`src/sv/alias_table_builder_macros.svh`:
```
// Assertion macros for the alias table row builder.
// Used by the top level only; no other dependencies.
`ifndef ALIAS_TABLE_BUILDER_MACROS_SVH
`define ALIAS_TABLE_BUILDER_MACROS_SVH
`ifndef SYNTHESIS
`define ATB_ASSERT_SAME(label, clk, rst_n, ante, cons, msg) \
    label: assert property (@(posedge clk) disable iff (!rst_n) (ante) |-> (cons)) \
        else $error(msg);
`define ATB_ASSERT_NEXT(label, clk, rst_n, ante, cons, msg) \
    label: assert property (@(posedge clk) disable iff (!rst_n) (ante) |=> (cons)) \
        else $error(msg);
`else
`define ATB_ASSERT_SAME(label, clk, rst_n, ante, cons, msg)
`define ATB_ASSERT_NEXT(label, clk, rst_n, ante, cons, msg)
`endif
`endif

```
`src/sv/atb_pkg.sv`:
```
// Shared constants, register codes and controller/datapath structs
// for the alias table row builder. No dependencies.
package atb_pkg;

    localparam int FRAC_BITS       = 24;
    localparam int MAX_COLUMNS_DEF = 32;

    localparam int PDF_W     = FRAC_BITS + 1;   // input probability
    localparam int WORK_W    = FRAC_BITS + 3;   // signed working value
    localparam int PROB_W    = FRAC_BITS + 3;   // scaled non-alias probability
    localparam int CNT_W     = 7;               // column count
    localparam int COL_W     = 6;               // column index fields
    localparam int CFG_IDX_W = 1;

    localparam logic [CNT_W-1:0] COLS_RST  = CNT_W'(32);
    localparam logic [PDF_W-1:0] SHARE_RST = PDF_W'(541201);

    typedef enum logic [CFG_IDX_W-1:0] {
        CFG_COLUMN_COUNT = 1'b0,
        CFG_EQUAL_SHARE  = 1'b1
    } t_cfg_idx;

    typedef struct packed {
        logic load;       // write the transfer into the next slot
        logic search;     // capture donor and recipient
        logic update;     // apply one pass
        logic step_clr;
        logic step_inc;
        logic rd;         // read table entry at step
        logic out_load;   // fill output register
        logic row_clr;    // end of row: clear marks and load count
    } t_cmd;

    typedef struct packed {
        logic load_last;  // current load completes the row
        logic step_last;  // step is the last column in use
        logic out_free;   // output register can take a result
    } t_status;

endpackage

```
`src/sv/atb_ctrl.sv`:
```
// Controller for the alias table row builder: load, pass and emit sequencing.
// Depends on atb_pkg.
module atb_ctrl (
    input  logic              i_clk,
    input  logic              i_rst_n,
    input  logic              i_in_valid,
    input  atb_pkg::t_status  i_status,
    output atb_pkg::t_cmd     o_cmd,
    output logic              o_in_stall
);
    import atb_pkg::*;

    typedef enum logic [4:0] {
        S_LOAD    = 5'b00001,
        S_SEARCH  = 5'b00010,
        S_UPDATE  = 5'b00100,
        S_EMIT_RD = 5'b01000,
        S_EMIT_WR = 5'b10000
    } t_state;

    t_state r_state;
    t_state n_state;

    always_comb begin
        n_state = r_state;
        o_cmd   = '0;
        unique case (r_state)
            S_LOAD: begin
                if (i_in_valid) begin
                    o_cmd.load = 1'b1;
                    if (i_status.load_last) begin
                        o_cmd.step_clr = 1'b1;
                        n_state        = S_SEARCH;
                    end
                end
            end
            S_SEARCH: begin
                o_cmd.search = 1'b1;
                n_state      = S_UPDATE;
            end
            S_UPDATE: begin
                o_cmd.update = 1'b1;
                if (i_status.step_last) begin
                    o_cmd.step_clr = 1'b1;
                    n_state        = S_EMIT_RD;
                end else begin
                    o_cmd.step_inc = 1'b1;
                    n_state        = S_SEARCH;
                end
            end
            S_EMIT_RD: begin
                o_cmd.rd = 1'b1;
                n_state  = S_EMIT_WR;
            end
            S_EMIT_WR: begin
                // hold the read result until the output register frees up
                if (i_status.out_free) begin
                    o_cmd.out_load = 1'b1;
                    if (i_status.step_last) begin
                        o_cmd.row_clr = 1'b1;
                        n_state       = S_LOAD;
                    end else begin
                        o_cmd.step_inc = 1'b1;
                        n_state        = S_EMIT_RD;
                    end
                end
            end
            default: n_state = S_LOAD;
        endcase
    end

    always_ff @(posedge i_clk) begin
        if (!i_rst_n) begin
            r_state <= S_LOAD;
        end else begin
            r_state <= n_state;
        end
    end

    assign o_in_stall = (r_state != S_LOAD);

endmodule

```
`src/sv/atb_dp.sv`:
```
// Datapath for the alias table row builder: config registers, working values,
// donor/recipient search, pass arithmetic, table memory and output register.
// Depends on atb_pkg.
module atb_dp #(
    parameter int MAX_COLUMNS = atb_pkg::MAX_COLUMNS_DEF
) (
    input  logic                             i_clk,
    input  logic                             i_rst_n,
    input  logic                             i_cfg_valid,
    input  logic [atb_pkg::CFG_IDX_W-1:0]    i_cfg_index,
    input  logic [atb_pkg::PDF_W-1:0]        i_cfg_data,
    input  logic [atb_pkg::PDF_W-1:0]        i_pdf_value,
    input  atb_pkg::t_cmd                    i_cmd,
    output atb_pkg::t_status                 o_status,
    input  logic                             i_out_stall,
    output logic                             o_out_valid,
    output logic [atb_pkg::COL_W-1:0]        o_column_index,
    output logic [atb_pkg::COL_W-1:0]        o_alias_index,
    output logic [atb_pkg::PROB_W-1:0]       o_nonalias_prob,
    output logic                             o_assigned,
    output logic                             o_last_of_row
);
    import atb_pkg::*;

    localparam int IDX_W  = $clog2(MAX_COLUMNS);
    localparam int DIFF_W = WORK_W + 2;
    localparam int PROD_W = CNT_W + WORK_W + 1;
    localparam int ENT_W  = IDX_W + PROB_W;

    localparam logic [CNT_W-1:0] N_MAX = CNT_W'(MAX_COLUMNS);
    localparam logic [CNT_W-1:0] N_MIN = CNT_W'(2);

    localparam logic signed [WORK_W-1:0] W_ZERO = '0;
    localparam logic signed [DIFF_W-1:0] D_MAX = {3'b000, {(WORK_W-1){1'b1}}};
    localparam logic signed [DIFF_W-1:0] D_MIN = {3'b111, {(WORK_W-1){1'b0}}};
    localparam logic signed [PROD_W-1:0] P_MAX =
        $signed({{(PROD_W-PROB_W){1'b0}}, {PROB_W{1'b1}}});

    // configuration
    logic [CNT_W-1:0] r_cols;
    logic [PDF_W-1:0] r_share;
    logic [CNT_W-1:0] n_use;

    always_ff @(posedge i_clk) begin
        if (!i_rst_n) begin
            r_cols  <= COLS_RST;
            r_share <= SHARE_RST;
        end else if (i_cfg_valid) begin
            unique case (t_cfg_idx'(i_cfg_index))
                CFG_COLUMN_COUNT: r_cols  <= i_cfg_data[CNT_W-1:0];
                CFG_EQUAL_SHARE:  r_share <= i_cfg_data;
                default:          r_cols  <= r_cols;
            endcase
        end
    end

    always_comb begin
        if (r_cols < N_MIN) begin
            n_use = N_MIN;
        end else if (r_cols > N_MAX) begin
            n_use = N_MAX;
        end else begin
            n_use = r_cols;
        end
    end

    // load and step counters
    logic [CNT_W-1:0] r_load_cnt;
    logic [CNT_W-1:0] r_step;
    logic [IDX_W-1:0] slot;
    logic [CNT_W-1:0] slot_ext;

    always_comb begin
        if (r_load_cnt >= N_MAX) begin
            slot = IDX_W'(MAX_COLUMNS - 1);
        end else begin
            slot = r_load_cnt[IDX_W-1:0];
        end
        slot_ext = CNT_W'(slot);
    end

    always_ff @(posedge i_clk) begin
        if (!i_rst_n) begin
            r_load_cnt <= '0;
            r_step     <= '0;
        end else begin
            if (i_cmd.row_clr || (i_cmd.load && o_status.load_last)) begin
                r_load_cnt <= '0;
            end else if (i_cmd.load) begin
                r_load_cnt <= slot_ext + CNT_W'(1);
            end
            if (i_cmd.step_clr || i_cmd.row_clr) begin
                r_step <= '0;
            end else if (i_cmd.step_inc) begin
                r_step <= r_step + CNT_W'(1);
            end
        end
    end

    // working values
    logic signed [WORK_W-1:0] r_work [MAX_COLUMNS];
    logic signed [WORK_W-1:0] share_s;
    logic [MAX_COLUMNS-1:0]   donor_hit;
    logic [MAX_COLUMNS-1:0]   recip_hit;
    logic [IDX_W-1:0]         donor_sel;
    logic [IDX_W-1:0]         recip_sel;
    logic [IDX_W-1:0]         r_d;
    logic [IDX_W-1:0]         r_r;

    assign share_s = $signed(WORK_W'(r_share));

    always_comb begin
        for (int j = 0; j < MAX_COLUMNS; j++) begin
            donor_hit[j] = (CNT_W'(j) < n_use) && (r_work[j] >= share_s);
            recip_hit[j] = (CNT_W'(j) < n_use) && (r_work[j] > W_ZERO)
                           && (r_work[j] < share_s);
        end
        donor_sel = '0;
        recip_sel = '0;
        // walk down so the lowest set column wins
        for (int j = MAX_COLUMNS - 1; j >= 0; j--) begin
            if (donor_hit[j]) donor_sel = IDX_W'(j);
            if (recip_hit[j]) recip_sel = IDX_W'(j);
        end
    end

    always_ff @(posedge i_clk) begin
        if (i_cmd.search) begin
            r_d <= donor_sel;
            r_r <= recip_sel;
        end
    end

    // pass arithmetic
    logic signed [WORK_W-1:0] wd;
    logic signed [WORK_W-1:0] wr;
    logic signed [WORK_W:0]   shortfall;
    logic signed [DIFF_W-1:0] diff;
    logic signed [WORK_W-1:0] donor_new;
    logic signed [PROD_W-1:0] prod;
    logic [PROB_W-1:0]        prob_v;

    always_comb begin
        wd        = r_work[r_d];
        wr        = r_work[r_r];
        shortfall = (WORK_W+1)'(share_s) - (WORK_W+1)'(wr);
        diff      = DIFF_W'(wd) - DIFF_W'(shortfall);
        if (diff > D_MAX) begin
            donor_new = D_MAX[WORK_W-1:0];
        end else if (diff < D_MIN) begin
            donor_new = D_MIN[WORK_W-1:0];
        end else begin
            donor_new = diff[WORK_W-1:0];
        end
        prod = $signed({1'b0, n_use}) * wr;
        if (prod < 0) begin
            prob_v = '0;
        end else if (prod > P_MAX) begin
            prob_v = '1;
        end else begin
            prob_v = prod[PROB_W-1:0];
        end
    end

    always_ff @(posedge i_clk) begin
        if (i_cmd.load) begin
            r_work[slot] <= $signed(WORK_W'(i_pdf_value));
        end else if (i_cmd.update) begin
            // recipient zero wins when donor is the same column
            if (r_d != r_r) begin
                r_work[r_d] <= donor_new;
            end
            r_work[r_r] <= '0;
        end
    end

    // assigned marks
    logic [MAX_COLUMNS-1:0] r_mark;

    always_ff @(posedge i_clk) begin
        if (!i_rst_n || i_cmd.row_clr) begin
            r_mark <= '0;
        end else if (i_cmd.update) begin
            r_mark[r_r] <= 1'b1;
        end
    end

    // alias and probability table
    logic [ENT_W-1:0] table_mem [MAX_COLUMNS];
    logic [ENT_W-1:0] r_rd_data;
    logic             r_rd_mark;
    logic [IDX_W-1:0] step_idx;

    assign step_idx = r_step[IDX_W-1:0];

    always_ff @(posedge i_clk) begin
        if (i_cmd.update) begin
            table_mem[r_r] <= {r_d, prob_v};
        end
    end

    always_ff @(posedge i_clk) begin
        if (i_cmd.rd) begin
            r_rd_data <= table_mem[step_idx];
            r_rd_mark <= r_mark[step_idx];
        end
    end

    // output register
    logic              r_out_valid;
    logic [COL_W-1:0]  r_out_col;
    logic [COL_W-1:0]  r_out_alias;
    logic [PROB_W-1:0] r_out_prob;
    logic              r_out_assigned;
    logic              r_out_last;

    always_ff @(posedge i_clk) begin
        if (!i_rst_n) begin
            r_out_valid <= 1'b0;
        end else if (i_cmd.out_load) begin
            r_out_valid <= 1'b1;
        end else if (!i_out_stall) begin
            r_out_valid <= 1'b0;
        end
    end

    always_ff @(posedge i_clk) begin
        if (i_cmd.out_load) begin
            r_out_col      <= COL_W'(r_step);
            r_out_alias    <= r_rd_mark ? COL_W'(r_rd_data[ENT_W-1:PROB_W]) : '0;
            r_out_prob     <= r_rd_mark ? r_rd_data[PROB_W-1:0] : '0;
            r_out_assigned <= r_rd_mark;
            r_out_last     <= o_status.step_last;
        end
    end

    assign o_out_valid     = r_out_valid;
    assign o_column_index  = r_out_col;
    assign o_alias_index   = r_out_alias;
    assign o_nonalias_prob = r_out_prob;
    assign o_assigned      = r_out_assigned;
    assign o_last_of_row   = r_out_last;

    assign o_status.load_last = (slot_ext + CNT_W'(1)) >= n_use;
    assign o_status.step_last = (r_step == (n_use - CNT_W'(1)));
    assign o_status.out_free  = !r_out_valid || !i_out_stall;

endmodule

```
`src/sv/alias_table_builder.sv`:
```
// Alias table row builder: n columns are loaded one per cycle, then n passes
// (each a search state, then an update state), then n results (each a table
// read, then an output write that waits until the output register is free).
// Synchronous active-low reset clears control state, marks and load count,
// and restores the column count and equal share defaults; no clearing pass.
module alias_table_builder #(
    parameter int MAX_COLUMNS = atb_pkg::MAX_COLUMNS_DEF
) (
    input  logic                             i_clk,
    input  logic                             i_rst_n,
    input  logic                             i_cfg_valid,
    output logic                             o_cfg_ready,
    input  logic [atb_pkg::CFG_IDX_W-1:0]    i_cfg_index,
    input  logic [atb_pkg::PDF_W-1:0]        i_cfg_data,
    input  logic                             i_in_valid,
    output logic                             o_in_stall,
    input  logic [atb_pkg::PDF_W-1:0]        i_pdf_value,
    output logic                             o_out_valid,
    input  logic                             i_out_stall,
    output logic [atb_pkg::COL_W-1:0]        o_column_index,
    output logic [atb_pkg::COL_W-1:0]        o_alias_index,
    output logic [atb_pkg::PROB_W-1:0]       o_nonalias_prob,
    output logic                             o_assigned,
    output logic                             o_last_of_row
);
    import atb_pkg::*;
    `include "alias_table_builder_macros.svh"

    t_cmd    cmd;
    t_status status;

    assign o_cfg_ready = 1'b1;

    atb_ctrl u_ctrl (
        .i_clk      (i_clk),
        .i_rst_n    (i_rst_n),
        .i_in_valid (i_in_valid),
        .i_status   (status),
        .o_cmd      (cmd),
        .o_in_stall (o_in_stall)
    );

    atb_dp #(
        .MAX_COLUMNS (MAX_COLUMNS)
    ) u_dp (
        .i_clk           (i_clk),
        .i_rst_n         (i_rst_n),
        .i_cfg_valid     (i_cfg_valid),
        .i_cfg_index     (i_cfg_index),
        .i_cfg_data      (i_cfg_data),
        .i_pdf_value     (i_pdf_value),
        .i_cmd           (cmd),
        .o_status        (status),
        .i_out_stall     (i_out_stall),
        .o_out_valid     (o_out_valid),
        .o_column_index  (o_column_index),
        .o_alias_index   (o_alias_index),
        .o_nonalias_prob (o_nonalias_prob),
        .o_assigned      (o_assigned),
        .o_last_of_row   (o_last_of_row)
    );

    `ATB_ASSERT_SAME(a_no_overwrite, i_clk, i_rst_n, cmd.out_load, !o_out_valid || !i_out_stall, "result overwritten before transfer")
    `ATB_ASSERT_SAME(a_unassigned_zero, i_clk, i_rst_n, o_out_valid && !o_assigned, o_alias_index == '0 && o_nonalias_prob == '0, "unassigned entry carries data")
    `ATB_ASSERT_NEXT(a_stall_after_row, i_clk, i_rst_n, i_in_valid && !o_in_stall && status.load_last, o_in_stall, "input taken while row is built")

endmodule

```
`config.mk`:
```
export PLATFORM = sky130hd
export DESIGN_NAME = alias_table_builder
export DESIGN_NICKNAME = d
export VERILOG_FILES = /design/src/sv/atb_pkg.sv /design/src/sv/atb_ctrl.sv /design/src/sv/atb_dp.sv /design/src/sv/alias_table_builder.sv
export VERILOG_INCLUDE_DIRS = /design/src /design/src/sv
export SDC_FILE = /design/constraint.sdc
export NUM_CORES = 2
export LEC_CHECK = 0
export BUFFER_PORTS_ARGS = -buffer_cell sky130_fd_sc_hd__buf_2
export CORE_ASPECT_RATIO = 1.25
export CORE_UTILIZATION = 55
export DETAILED_ROUTE_END_ITERATION = 16
export PLACE_DENSITY = 0.84
export SLEW_MARGIN = 40
export SYNTH_ARGS = -nofsm -noshare
export SYNTH_HDL_FRONTEND = slang
export SYNTH_HIERARCHICAL = 1
export SYNTH_SLANG_ARGS = --single-unit
```
`constraint.sdc`:
```
create_clock -name i_clk -period 7.9 [get_ports i_clk]
set_clock_uncertainty 0.1 [all_clocks]
set_input_delay 1.58 -clock i_clk [delete_from_list [all_inputs] [get_ports i_clk]]
set_output_delay 1.58 -clock i_clk [all_outputs]
set_load 0.01 [all_outputs]
```
==> results of run 1 <==
==> cell families after synthesis <==
family / share of synthesized area
AND/OR/NAND/NOR: 0.1089
AO/OA/AOI/OAI: 0.1135
flip-flops: 0.4482
adder cells (fa/ha/maj): 0.1264
buffers and inverters: 0.03271
multiplexers: 0.1649
XOR/XNOR: 0.005339
other: 0.00009667
==> through the flow <==
stage | cell area [um^2] | setup slack, ps | hold slack, ps | instances
floorplan | 116800 | -249.1 | 306.4 | 9700
global placement | 130300 | -288.4 | 341.3 | 13303
detailed placement | 130700 | -417.2 | 348.9 | 13309
CTS | 139000 | 2.260 | 368.8 | 13748
==> cell usage after synthesis (35+ instances only) <==
cell type / number / area share
edfxtp_1: 1107 / 0.29
a22o_1: 157 / 0.012
xnor2_1: 48 / 0.0036
fa_1: 166 / 0.029
nand4_1: 176 / 0.0095
a211oi_1: 62 / 0.0040
o22ai_1: 119 / 0.0064
and2_1: 69 / 0.0037
nand2b_1: 35 / 0.0019
nor2b_1: 65 / 0.0035
clkbuf_1: 386 / 0.012
ha_1: 911 / 0.098
nand2_1: 680 / 0.022
buf_1: 58 / 0.0019
o21ai_0: 695 / 0.030
or3_1: 61 / 0.0033
dfxtp_1: 947 / 0.16
o21a_1: 127 / 0.0082
nor3_1: 154 / 0.0066
a21o_1: 150 / 0.0097
mux4_2: 816 / 0.16
buf_2: 36 / 0.0015
nand3_1: 520 / 0.022
nor4_1: 229 / 0.012
inv_1: 347 / 0.011
a21oi_1: 330 / 0.014
mux2_2: 59 / 0.0057
nor2_1: 423 / 0.014
or4_1: 36 / 0.0023
o21ai_1: 151 / 0.0065
==> timing repair <==
action / in CTS
pin swaps: 48
resized for setup: 72
endpoints found under the setup margin: 864
cloned: 14
hold buffers: 0
setup buffers: 49
==> layer usage <==
metal	overflow	track usage
met1	0	0.7118
met3	2	0.5438
met4	4	0.7462
met5	1	0.2026
met2	6	0.9027
==> results summary, run 1 <==
The netlist uses 103 different library cells. CTS built an H-tree with a depth of 4. Among all flip-flop cells after synthesis, the most frequent one is edfxtp_1.

In this run the count of I/O pins placed on the die edge is 100. Row generation in the floorplan step produced 188 rows. The overall overflow remaining after global route came out at 13. The flip-flop and latch count after synthesis came out at 2054. The die span in x came out at 413.6 um. The number of CTS-inserted buffers came out at 210.

The wire length of the first global-routing pass is 1044000 um. The synthesized cell area is 116500 um^2. The count of clock tree sinks is 2054. The detailed-placement wirelength estimate came out at 491000 um. Entering global routing, the biggest net connects 137 pins. It got as far as global routing and failed there. The maximum number of buffers from clock root to sink came out at 4. The total routing usage reported by global routing came out at 0.7202.

Clock tree synthesis selected as its root buffer the cell clkbuf_16. Counting flops with an async set or reset pin after synthesis yields a share of 0. The final estimated routing congestion in global placement came out at 1.350. The count of buffers added on input and output ports is 97. The number of global-route vias before repair came out at 115859. The initial standard-cell utilization of the core is 0.5545. The run stopped with a tool error. The synthesized area per cell came out at 12.04 um^2.

Of the synthesized area, sequential elements account for 0.4482. The warning count from the yosys run is 6. The tool reported: "[ERROR GRT-0116] Global routing finished with congestion. Check the congestion regions in the DRC Viewer". Synthesis produced 9673 cells. The number of enable flip-flop cells after synthesis is 1107. The floorplan die height is 516.5 um.
==> inputs of run 2 (changes only) <==
--- a/config.mk
+++ b/config.mk
@@ -7,10 +7,9 @@
 export NUM_CORES = 2
 export LEC_CHECK = 0
 export BUFFER_PORTS_ARGS = -buffer_cell sky130_fd_sc_hd__buf_2
-export CORE_ASPECT_RATIO = 1.25
-export CORE_UTILIZATION = 55
+export CORE_UTILIZATION = 40
 export DETAILED_ROUTE_END_ITERATION = 16
-export PLACE_DENSITY = 0.84
+export PLACE_DENSITY_LB_ADDON = 0.15
 export SLEW_MARGIN = 40
 export SYNTH_ARGS = -nofsm -noshare
 export SYNTH_HDL_FRONTEND = slang
==> constraint.sdc (replaced) <==
create_clock -name i_clk -period 10.3 [get_ports i_clk]
set_clock_uncertainty 0.1 [all_clocks]
set_input_delay 2.06 -clock i_clk [delete_from_list [all_inputs] [get_ports i_clk]]
set_output_delay 2.06 -clock i_clk [all_outputs]
set_load 0.01 [all_outputs]
==> run 2 against run 1 <==
Net effect:
- the run now ends clean
- synthesized cell count unchanged
- area after synthesis unchanged
==> results summary, run 2 <==
The average vias per placed instance came out at 6.717. The share of total power dissipated in sequential elements is 0.445. The xor and xnor area share after synthesis is 0.005339 (unchanged). The final estimated routing congestion in global placement is 1.099 (was 1.350).

Most instantiated cells after synthesis: 1107 x edfxtp_1, 947 x dfxtp_1, 911 x ha_1, 816 x mux4_2, 695 x o21ai_0 (unchanged). The final number of hold-violating endpoints was 0. The headroom to the max-slew limit came out at 0.3344. The proportion of register bits with asynchronous set or reset after synthesis is 0 (unchanged). met2 is the most crowded layer.

The filler cell count is 26216. The number of buffers inserted to repair setup after CTS came to 0 (was 49). The area inside the core boundary came out at 288900 um^2.

The signed area change from the synthesized netlist to the final layout is 12.95%. The wire length after detailed routing came out at 547100 um. The proportion of netlist area held by the largest area contributor is 0.2854 (unchanged). Of the cells placed in the final design, the portion with a size suffix greater than 1 is 0.1934. The initial standard-cell utilization of the core came out at 0.4032 (was 0.5545). The max-slew violation total from the final report is 0. The level count of the clock H-tree is 4 (unchanged). The layout net count came out at 10941.

The largest registers in the layout are u_dp/table_mem x1024, u_dp/r_work x864. The synthesized area per cell came out at 12.04 um^2 (unchanged). The highest clock rate is 0.1086 GHz. The share of synthesized cell area in and, or, nand and nor gates came out at 0.1089 (unchanged). The switching power of the nets is 5792 uW. The power per unit of standard cell area came out at 157.1 nW/um^2.

The clock period could shrink to 9211 ps. The worst setup path is launched from a flip-flop. The combinational family with the most area after synthesis is multiplexers (unchanged). The number of enable flip-flop cells after synthesis is 1107 (unchanged). The number of CTS-inserted buffers came to 231 (was 210). The DRC violations left came out at 0. After the first detailed-routing iteration, the DRC count stood at 12691. The worst hold path belongs to the class reg -> reg. The post-synthesis cell type count is 103 (unchanged). Run status: completed (was stopped before the end).

The number of buffers inserted by port buffering is 97 (unchanged). The flip-flop and latch count after synthesis came to 2054 (unchanged). For the worst-skew pair, the clock arrives at the later sink with an insertion delay of 980 ps. The row count is 197 (was 188). The total routing usage reported by global routing is 0.3667.

For this run, global-route usage on met3 was measured as 0.09986. The setup slack at placement was 1179 ps (was -417.2 ps). The switching power share of the total came out at 0.2803.

The fraction of met1 tracks used by global routing is 0.4748. In the layout the commonest cells are 1107 x edfxtp_1, 941 x dfxtp_1, 911 x ha_1. The setup slack of the critical path after layout came out at 1089 ps. The internal power came out at 14870 uW. The quantity of hold-fixing buffers added after cts came out at 0 (unchanged).

More flip-flops sit in one register than any other, and that register is u_dp/table_mem. TritonCTS built the clock tree. The post-CTS resize count came to 0 (was 72). The clock root buffer was clkbuf_16 (unchanged). Setup violations remaining at the end of the flow were counted as 0. The register with the most flip-flops in the layout has 1024 of them. The number of iterations in the first detailed-routing pass is 8. The maximum number of buffers from clock root to sink came out at 4 (unchanged). The post-route setup TNS came out at 0 ps.

The top fanout value on the critical path came out at 20. Largest cells by area after synthesis: edfxtp_1 29%, dfxtp_1 16%, mux4_2 16% (unchanged). The max capacitance violation total is 0.

The post-synthesis mux area share is 0.1649 (unchanged). For the worst setup path, the data required time is 10900 ps. The fraction of the mapped netlist area in adder cells is 0.1264 (unchanged).

The most instantiated library cell after synthesis was edfxtp_1 (unchanged). The pin count of the biggest net entering global routing is 127. The combinational share of power came out at 0.132. The die span in x is 541.6 um (was 413.6 um). The post-synthesis cell type with the largest combined area was edfxtp_1 (unchanged).

Setup repair after global routing left no endpoint under its margin. The met2 track utilization from global routing is 0.5375. The number of antenna-violating nets in the routed design is 0.

The total die area came out at 293400 um^2. The floorplan die height is 541.6 um (was 516.5 um). The area fraction in compound gates after synthesis came out at 0.1135 (unchanged). The count of boundary I/O pins came out at 100 (unchanged).

The most used flip-flop cell after synthesis is edfxtp_1 (unchanged). The total instance count after detailed placement came to 13452 (was 13309). The worst setup path is captured at a flip-flop.

The warning count from the yosys run is 6 (unchanged). Leaving out fill and tap cells, the most frequent cell in the layout is edfxtp_1. The initial antenna violation count is 43. The share of total power dissipated in the clock network is 0.423. The wire length of the first global-routing pass is 741500 um. The clock transition time at the flip-flop clock pins of the worst setup and hold paths is 60 ps. The detailed-placement wirelength estimate came to 382000 um (was 491000 um). The critical path is of the reg -> reg type.

The number of cells produced by synthesis is 9673 (unchanged). The total leakage power is 0.04812 uW. The worst vdd rail ir drop came out at 0.1716 mV. The per-cell routed wire length is 39.33 um. The number of standard cells in the layout, taps in and fillers out came out at 13910. The count of clock tree sinks came out at 2054 (unchanged). The worst hold slack after final layout is 363.1 ps. The signal arrival time at the worst endpoint is 9810 ps. The number of global-route vias before repair is 88142. The share of the clock period used by the worst path after layout is 0.8942. The worst-margin pin slew is 987.9 ps.

The overall overflow remaining after global route is 0. The detailed-route via count came out at 93437. The sequential fraction of the synthesis area is 0.4482 (unchanged). The synthesized cell area is 116500 um^2 (unchanged).
-- run 2: final cells by class --
type | instances | area (um^2) | share of cell area
Multi-Input combinational cell | 6742 | 61620 | 0.4684
Clock buffer | 296 | 6349 | 0.04826
Tap cell | 3880 | 4855 | 0.03690
Antenna cell | 21 | 52.55 | 0.0003994
Inverter | 348 | 1311 | 0.009967
Sequential cell | 2054 | 52220 | 0.3969
Timing Repair Buffer | 431 | 3572 | 0.02715
Clock inverter | 138 | 1583 | 0.01203
-- run 2: path summary, 6_finish.rpt --
check / startpoint / to / slack [ps] / cells past startpoint
worst max-delay path: u_dp/r_r[0]$_SDFFCE_PP0P_ / u_dp/table_mem[8][14]$_DFFE_PP_ / 1090 / 27
worst min-delay path: u_dp/r_mark[6]$_SDFFE_PP0P_ / u_dp/r_mark[6]$_SDFFE_PP0P_ / 360 / 1
worst max register to register: u_dp/r_r[0]$_SDFFCE_PP0P_ / u_dp/table_mem[8][14]$_DFFE_PP_ / 1090 / 27
worst min register to register: u_dp/r_mark[6]$_SDFFE_PP0P_ / u_dp/r_mark[6]$_SDFFE_PP0P_ / 360 / 1
-- run 2: layer usage --
metal	vias up	part of all wire	routed length, um
li1	38015	-	-
met1	47775	0.39	212100
met2	6186	0.42	230800
met3	1443	0.11	59920
met4	18	0.081	44160
met5	-	0.00023	128
-- run 2: kinds of logic (layout without fill, tap and decap cells) --
group                      count (synthesis)  after routing
and+or+nand+nor                         2571           2571
AOI/OAI and AO/OA                       2102           2102
DFF                                     2054           2054
adders and majority gates               1077           1077
buffers and inverters                    904           1213
muxes                                    891            891
xor gates and xnor gates                  71             71
other                                      3             51
-- run 2: stage by stage --
step	power (uW)	util	instance area (um^2)
floorplan	10710	-	116600
global placement	11930	0.4252	122800
detailed placement	12000	0.4274	123500
CTS	20660	0.4548	131400
global route	21210	0.4552	131500
finish	20670	0.4554	131600
-- run 2: critical path, cell delays in order, from the launching register on --
cell and delay (ps):
edfxtp_1 580, buf_6 250, buf_12 260, buf_4 230
mux4_2 550, o22ai_1 600, or4_1 380, nor2_1 100
fa_1 620, fa_1 460, fa_1 560, inv_1 60
fa_1 550, inv_1 50, ha_1 370, o21ai_0 120
a22oi_1 250, a21o_1 150, a21o_1 140, nand3_1 80
o211ai_1 350, a21o_1 230, a21o_1 130, a21oi_1 130
xnor2_4 700, buf_4 450, a21oi_2 200, buf_4 250
-- run 2: power groups by stage --
stage	clock (uW)	combinational, uW	sequential (uW)
2_1_floorplan	0	1580	9130
3_3_place_gp	0	2590	9350
3_5_place_dp	0	2650	9350
4_1_cts	8820	2660	9170
5_1_grt	9120	2900	9190
6_report	8730	2730	9210
(Power assumes the default switching activity.)
